## src/design/can_bit_timing_search_macros.svh

```systemverilog
// assertion macros for the can bit timing search block
// used by can_bit_timing_search.sv
`ifndef CAN_BIT_TIMING_SEARCH_MACROS_SVH
`define CAN_BIT_TIMING_SEARCH_MACROS_SVH
// property that must hold at every clock edge outside reset
`define CBTS_ASSERT(label, prop, msg) \
  label: assert property (@(posedge clk) disable iff (rst) (prop)) else $error(msg);
// implication checked on the following clock edge
`define CBTS_ASSERT_NEXT(label, ante, cons, msg) \
  label: assert property (@(posedge clk) disable iff (rst) (ante) |=> (cons)) else $error(msg);
`endif

```

## src/design/cbts_pkg.sv

```systemverilog
`timescale 1ns / 1ps
// constants, types and state codes for the can bit timing search
// no dependencies
package cbts_pkg;
  localparam int unsigned MaxPrescaler = 512;
  localparam logic [8:0] TqMin = 9'd8;
  localparam logic [8:0] TqMax = 9'd385;
  localparam logic [8:0] Seg1Max = 9'd256;
  localparam logic [7:0] Seg2Max = 8'd128;
  localparam logic [31:0] KernelClockReset = 32'd80000000;

  typedef enum logic [1:0] {
    ST_OK = 2'd0,
    ST_INVALID = 2'd1,
    ST_NONE = 2'd2
  } status_t;

  typedef enum logic [3:0] {
    S_IDLE,
    S_PREP,
    S_DIV_TQ,
    S_CHECK_TQ,
    S_SEG2_MUL,
    S_SEG2_DIV,
    S_SEG1,
    S_ACT_MUL,
    S_DIV_ACT,
    S_ERR_MUL,
    S_ERR_DIV,
    S_DIV_ERR,
    S_COMPARE,
    S_NEXT,
    S_DONE
  } state_t;
endpackage

```

## src/design/can_bit_timing_search.sv

```systemverilog
`timescale 1ns / 1ps
// can bit timing search: one item in, one result item out
// an invalid item goes straight to the result; else every prescaler from 1 to MAX_PRESCALER (512)
//   is tried, each taking one to four 64-step bit-serial divisions
// throughput: one item at a time, the next is taken the cycle after the result item leaves
// reset: rst synchronous, clears control state and loads kclk with 80 MHz
`include "can_bit_timing_search_macros.svh"
module can_bit_timing_search #(
  parameter int unsigned MAX_PRESCALER = cbts_pkg::MaxPrescaler
) (
  input  logic        clk,
  input  logic        rst,
  input  logic        cfg_we,
  input  logic [31:0] cfg_wdata,
  input  logic        s_axis_tvalid,
  output logic        s_axis_tready,
  // [23:0] target_bitrate, [33:24] sample_point, [39:34] zero
  input  logic [39:0] s_axis_tdata,
  output logic        m_axis_tvalid,
  input  logic        m_axis_tready,
  // [1:0] status, [11:2] prescaler, [20:12] phase_seg1, [28:21] phase_seg2, [31:29] zero
  output logic [31:0] m_axis_tdata
);
  localparam int PW = $clog2(MAX_PRESCALER + 1);
  localparam int PRW = PW + 24;
  localparam int PTW = PW + 9;

  cbts_pkg::state_t state, state_next;
  logic [31:0] kclk;
  logic [23:0] rate;
  logic [9:0]  sp;
  logic [PW-1:0] p;
  logic [8:0]  tq;
  logic [7:0]  s2;
  logic [8:0]  s1;
  logic        found;
  logic [63:0] best_err;
  logic [PW-1:0] best_p;
  logic [8:0]  best_s1;
  logic [7:0]  best_s2;
  logic [31:0] cur_val;

  // shared restoring divider, one quotient bit per cycle
  logic [63:0] dnum, dden, dquo;
  logic [64:0] drem;
  logic [6:0]  dcnt;
  logic        dbusy;
  logic        dstart;
  logic [63:0] dstart_num, dstart_den;
  logic [64:0] drem_sh;

  // shared product register
  logic [63:0] mul_q;

  assign drem_sh = {drem[63:0], dnum[63]};

  always_ff @(posedge clk) begin
    if (rst) begin
      dbusy <= 1'b0;
      dcnt <= '0;
    end else if (dstart) begin
      dbusy <= 1'b1;
      dcnt <= 7'd64;
      dnum <= dstart_num;
      dden <= dstart_den;
      drem <= '0;
      dquo <= '0;
    end else if (dbusy) begin
      dnum <= {dnum[62:0], 1'b0};
      if (drem_sh >= {1'b0, dden}) begin
        drem <= drem_sh - {1'b0, dden};
        dquo <= {dquo[62:0], 1'b1};
      end else begin
        drem <= drem_sh;
        dquo <= {dquo[62:0], 1'b0};
      end
      dcnt <= dcnt - 7'd1;
      if (dcnt == 7'd1) begin
        dbusy <= 1'b0;
      end
    end
  end

  always_ff @(posedge clk) begin
    if (rst) begin
      kclk <= cbts_pkg::KernelClockReset;
    end else if (cfg_we) begin
      kclk <= cfg_wdata;
    end
  end

  // narrow products feeding the divider
  logic [PRW-1:0] pr;
  logic [PTW-1:0] ptq;
  logic [19:0] seg2_num;
  logic [31:0] diff;
  logic [51:0] err_num;
  assign pr = PRW'(p) * PRW'(rate);
  assign ptq = PTW'(p) * PTW'(tq);
  assign seg2_num = 20'(dquo[8:0]) * 20'(10'd1000 - sp) + 20'd500;
  assign diff = (cur_val > {8'd0, rate}) ? cur_val - {8'd0, rate} : {8'd0, rate} - cur_val;
  assign err_num = 52'(diff) * 52'd1000000;

  // next state and divider launch
  always_comb begin
    state_next = state;
    dstart = 1'b0;
    dstart_num = '0;
    dstart_den = 64'd1;
    case (state)
      cbts_pkg::S_IDLE: if (s_axis_tvalid) state_next = cbts_pkg::S_PREP;
      cbts_pkg::S_PREP: begin
        if (kclk == 32'd0 || rate == 24'd0 || sp == 10'd0 || sp >= 10'd1000)
          state_next = cbts_pkg::S_DONE;
        else
          state_next = cbts_pkg::S_SEG2_MUL;
      end
      cbts_pkg::S_SEG2_MUL: begin
        // launch the rounded quanta-per-bit division
        dstart = 1'b1;
        dstart_num = 64'(kclk) + 64'(pr >> 1);
        dstart_den = 64'(pr);
        state_next = cbts_pkg::S_DIV_TQ;
      end
      cbts_pkg::S_DIV_TQ: if (!dbusy) state_next = cbts_pkg::S_CHECK_TQ;
      cbts_pkg::S_CHECK_TQ: begin
        if (dquo < {55'd0, cbts_pkg::TqMin} || dquo > {55'd0, cbts_pkg::TqMax}) begin
          state_next = cbts_pkg::S_NEXT;
        end else begin
          dstart = 1'b1;
          dstart_num = 64'(seg2_num);
          dstart_den = 64'd1000;
          state_next = cbts_pkg::S_SEG2_DIV;
        end
      end
      cbts_pkg::S_SEG2_DIV: if (!dbusy) state_next = cbts_pkg::S_SEG1;
      cbts_pkg::S_SEG1: begin
        if ({1'b0, tq} <= 10'd1 + {2'd0, s2} || tq - 9'd1 - {1'b0, s2} > cbts_pkg::Seg1Max)
          state_next = cbts_pkg::S_NEXT;
        else
          state_next = cbts_pkg::S_ACT_MUL;
      end
      cbts_pkg::S_ACT_MUL: begin
        dstart = 1'b1;
        dstart_num = {32'd0, kclk} + {1'b0, mul_q[63:1]};
        dstart_den = mul_q;
        state_next = cbts_pkg::S_DIV_ACT;
      end
      cbts_pkg::S_DIV_ACT: if (!dbusy) state_next = cbts_pkg::S_ERR_MUL;
      cbts_pkg::S_ERR_MUL: state_next = cbts_pkg::S_ERR_DIV;
      cbts_pkg::S_ERR_DIV: begin
        dstart = 1'b1;
        dstart_num = mul_q;
        dstart_den = {40'd0, rate};
        state_next = cbts_pkg::S_DIV_ERR;
      end
      cbts_pkg::S_DIV_ERR: if (!dbusy) state_next = cbts_pkg::S_COMPARE;
      cbts_pkg::S_COMPARE: state_next = cbts_pkg::S_NEXT;
      cbts_pkg::S_NEXT: begin
        if (p == PW'(MAX_PRESCALER)) state_next = cbts_pkg::S_DONE;
        else state_next = cbts_pkg::S_SEG2_MUL;
      end
      cbts_pkg::S_DONE: if (m_axis_tready) state_next = cbts_pkg::S_IDLE;
      default: state_next = cbts_pkg::S_IDLE;
    endcase
  end

  always_ff @(posedge clk) begin
    if (rst) state <= cbts_pkg::S_IDLE;
    else state <= state_next;
  end

  // datapath registers
  always_ff @(posedge clk) begin
    if (rst) begin
      found <= 1'b0;
    end else begin
      case (state)
        cbts_pkg::S_IDLE: begin
          if (s_axis_tvalid) begin
            rate <= s_axis_tdata[23:0];
            sp <= s_axis_tdata[33:24];
            found <= 1'b0;
            p <= PW'(1);
          end
        end
        cbts_pkg::S_CHECK_TQ: tq <= dquo[8:0];
        // seg2 is clamped as its quotient leaves the divider, ready for the seg1 checks
        cbts_pkg::S_SEG2_DIV: begin
          if (!dbusy) begin
            if (dquo[63:8] != 56'd0 || dquo[7:0] > cbts_pkg::Seg2Max) s2 <= cbts_pkg::Seg2Max;
            else if (dquo[7:0] == 8'd0) s2 <= 8'd1;
            else s2 <= dquo[7:0];
          end
        end
        // actual bitrate stays below 2^30, so 32 bits hold it
        cbts_pkg::S_DIV_ACT: if (!dbusy) cur_val <= dquo[31:0];
        cbts_pkg::S_COMPARE: begin
          if (!found || dquo < best_err) begin
            found <= 1'b1;
            best_err <= dquo;
            best_p <= p;
            best_s1 <= s1;
            best_s2 <= s2;
          end
        end
        cbts_pkg::S_NEXT: p <= p + PW'(1);
        default: ;
      endcase
    end
  end

  // registered products and seg1
  always_ff @(posedge clk) begin
    if (state == cbts_pkg::S_SEG1) begin
      s1 <= tq - 9'd1 - {1'b0, s2};
      mul_q <= 64'(ptq);
    end else if (state == cbts_pkg::S_ERR_MUL) begin
      mul_q <= 64'(err_num);
    end
  end

  logic [1:0] st_out;
  always_comb begin
    if (kclk == 32'd0 || rate == 24'd0 || sp == 10'd0 || sp >= 10'd1000)
      st_out = cbts_pkg::ST_INVALID;
    else if (!found)
      st_out = cbts_pkg::ST_NONE;
    else
      st_out = cbts_pkg::ST_OK;
  end

  assign s_axis_tready = (state == cbts_pkg::S_IDLE);
  assign m_axis_tvalid = (state == cbts_pkg::S_DONE);
  assign m_axis_tdata = (st_out == cbts_pkg::ST_OK) ?
    {3'd0, best_s2, best_s1, 10'(best_p), st_out} : {30'd0, st_out};

  `CBTS_ASSERT(a_one_side, !(s_axis_tready && m_axis_tvalid), "busy overlap")
  `CBTS_ASSERT_NEXT(a_div_start, dstart, dbusy, "divider did not start")
  `CBTS_ASSERT(a_p_range, state == cbts_pkg::S_IDLE || p != '0, "prescaler zero")
endmodule

```

## config.mk

```make
export PLATFORM = sky130hd
export DESIGN_NAME = can_bit_timing_search
export DESIGN_NICKNAME = d
export VERILOG_FILES = /design/src/design/cbts_pkg.sv /design/src/design/can_bit_timing_search.sv
export VERILOG_INCLUDE_DIRS = /design/src /design/src/design
export SDC_FILE = /design/constraint.sdc
export NUM_CORES = 2
export LEC_CHECK = 0
export BUFFER_PORTS_ARGS = -buffer_cell sky130_fd_sc_hd__clkbuf_2
export CORE_MARGIN = 2
export CORE_UTILIZATION = 50
export DETAILED_ROUTE_END_ITERATION = 12
export MAX_ROUTING_LAYER = met4
export PLACE_DENSITY_LB_ADDON = 0.25
export SLEW_MARGIN = 5
export SYNTH_ARGS = -nofsm -noshare
export SYNTH_HDL_FRONTEND = slang
export SYNTH_SLANG_ARGS = --single-unit
```

## constraint.sdc

```tcl
create_clock -name clk -period 26.8 [get_ports clk]
set_input_delay 5.36 -clock clk [delete_from_list [all_inputs] [get_ports clk]]
set_output_delay 5.36 -clock clk [all_outputs]
set_load 0.005 [all_outputs]
```

==> flow_summary.toml <==
[clock_network]
cts_resized = 0
cts_hold_buffers = 0
cts-root-buf = "clkbuf_16"
numCtsBuffers = 59
post-cts-setup-buffer-count = 0
cts_tree = "built"
clk_pin_slew_worst_paths_ps = 60
clock_sinks = 534
h-tree-depth = 2
clockBufferDepth = 3
clock_latency_ps = 680

[die]
boundaryPins = 111
die_w_um = 334
core_sq_mm = 0.107
start_util = 0.506
die_h_um = 334
row_count = 120
die-area_sq_mm = 0.111

[drt]
drt_pass1_iterations = 7
drc = 0
antenna_left = 0
vias_per_cell = 5.80
vias = 41900
wl_per_cell_um = 20.8
drt-initial-drc-count = 3291
finalWirelength_um = 151000

[finish]
layout_commonest_cell = "inv_1"
layout-drive-gt1-share = 0.0542
nNetsFinal = 6859
mostFrequentLayoutCells = "inv_1 (814), nand2_1 (564), ha_1 (559)"
syn2layout_area_growth_pct = 7.32

[logic_synthesis]
syn_avg_cell_area_sq_um = 9.39
synth.largest_area_cell = "edfxtp_1"
yosysWarnings = 0
synth_edf_count = 456
ys_types = 90
seq_area_frac_synth = 0.281
ys_ff_latch = 534
synthTopCellsByArea = "edfxtp_1 (25%), fa_1 (16%), ha_1 (13%)"
yosysTopAreaCellShare = 0.252
postSynth.asyncResetShare = 0
synthCells = 5784
syn-cell-area_sq_mm = 0.0543
ys.flop_type = "edfxtp_1"

[global_route]
grt_pass1_wl_um = 235000
busiest_layer = "met2"
gr-total-overflow = 0
met1_usage = 0.379
antenna_found_initial = 9
grt_max_degree = 81
track_usage = 0.277
grt_pass1_vias = 41200
grt_util_met3 = 0.0445
grtUsageMet2 = 0.418

[sta]
fin_skew_ps = 28.5
relSlewSlack = 0.183
tns_ps = 0
worst_pin_slew_ps = 1220
fin_crit_ps = 11150
slew_viol_final = 0
hold_viol_final = 0
rsz0062_at_grt = "false"
fmax_ghz = 0.0897
period_share = 0.416
setup_viol = 0

[worst_setup_path]
arrival_ps = 11700
end_kind = "register"
max_stage_delay_ps = 890
path_max_fanout = 23
path_common_cell = "inv_1"
crit_path_top_delay_cell = "edfxtp_1"
ff2ff_setup_slack_ps = 15650
cp.required_ps = 27350
crit_type = "register to register"
start_kind = "register"

[placed_design]
gp_congestion = 0.978
numPortBuffers = 101
hpwlAfterDp_um = 115000

[outcome]
status = "finished, final reports clean"

[run]
drv_cap = 0

[hold_path]
hold_class = "register to register"
## path summary, 6_finish.rpt
check | from | end | depth (start not counted)
max | rate[3] | mul_q[50] | 36
min reg2reg | s1[6] | best_s1[6] | 0
max reg2reg | rate[3] | mul_q[50] | 36
min | s1[6] | best_s1[6] | 0
## synthesized netlist by cell type, drive strengths merged, types with 38 or more instances
cell and count:
inv 815, nand2 564, ha 559, edfxtp 456
fa 447, a21oi 367, nor2 287, and2 279
clkbuf 207, o21ai 198, xnor2 196, a21o 172
xor2 107, nand3 81, nor3 81, dfxtp 78
and3 62, mux2i 56, nand2b 53, nand4 52
o21bai 47, nor4 45, or3 44, o21a 39
a211oi 38
## layout make-up
class                   instances  area [sq um]
fillers                      9552         49100
multi-input cells            4194         35200
flip-flops and latches        534         15300
inverters                     817          3070
well taps                    1403          1760
clock buffers                  71          1600
repair buffers                170          1020
clock inverters                41           434
diodes                          3          7.51
## metrics by stage
stage	utilization	setup WS (ps)	instances	area [sq um]	hold slack (ps)
2_1_floorplan	-	12110	5786	54300	400
3_3_place_gp	0.524	15900	7118	56300	402
4_1_cts	0.543	15770	7230	58300	419
6_report	0.543	15650	7233	58300	419
3_5_place_dp	0.524	15820	7118	56300	405
5_1_grt	0.543	15150	7233	58300	429
## state kept, by name, indices dropped and copies added (netlist names)
name / flops
best_p: 10
dnum: 64
best_err: 64
cur_val: 32
s1: 9
found: 1
rate: 24
sp: 10
best_s1: 9
kclk: 32
dden: 52
dbusy: 1
s2: 8
p: 10
dcnt: 7
best_s2: 8
drem: 64
tq: 9
state: 4
dquo: 64
mul_q: 52
## cell families (layout without fill, tap and decap cells)
logic type / after synthesis / count (layout) / share of synthesized area
other cells: 1 / 6 / 0.0000690
mux: 60 / 60 / 0.0112
buf+inv: 1058 / 1099 / 0.0738
flops: 534 / 534 / 0.281
xor+xnor: 303 / 303 / 0.0504
fa+ha+maj: 1009 / 1009 / 0.294
compound gates: 1185 / 1185 / 0.143
simple gates: 1634 / 1634 / 0.147
## routing by layer
| layer | vias to the layer above | wire length [um] |
|---|---|---|
| li1 | 19700 | - |
| met4 | 0 | 5610 |
| met3 | 221 | 12400 |
| met2 | 1470 | 66700 |
| met5 | - | 0 |
| met1 | 20500 | 65800 |
## critical path, delay by kind of cell (launching register included)
family | cells | cell delay [ps]
adders and majority gates | 8 | 3740
AOI/OAI and AO/OA | 16 | 4060
buffers and inverters | 8 | 1250
DFF | 1 | 890
and+or+nand+nor | 2 | 300
xor gates and xnor gates | 2 | 770
Power is not shown: default switching activity piles up to over one toggle a cycle in this logic, so the estimate is an artifact.
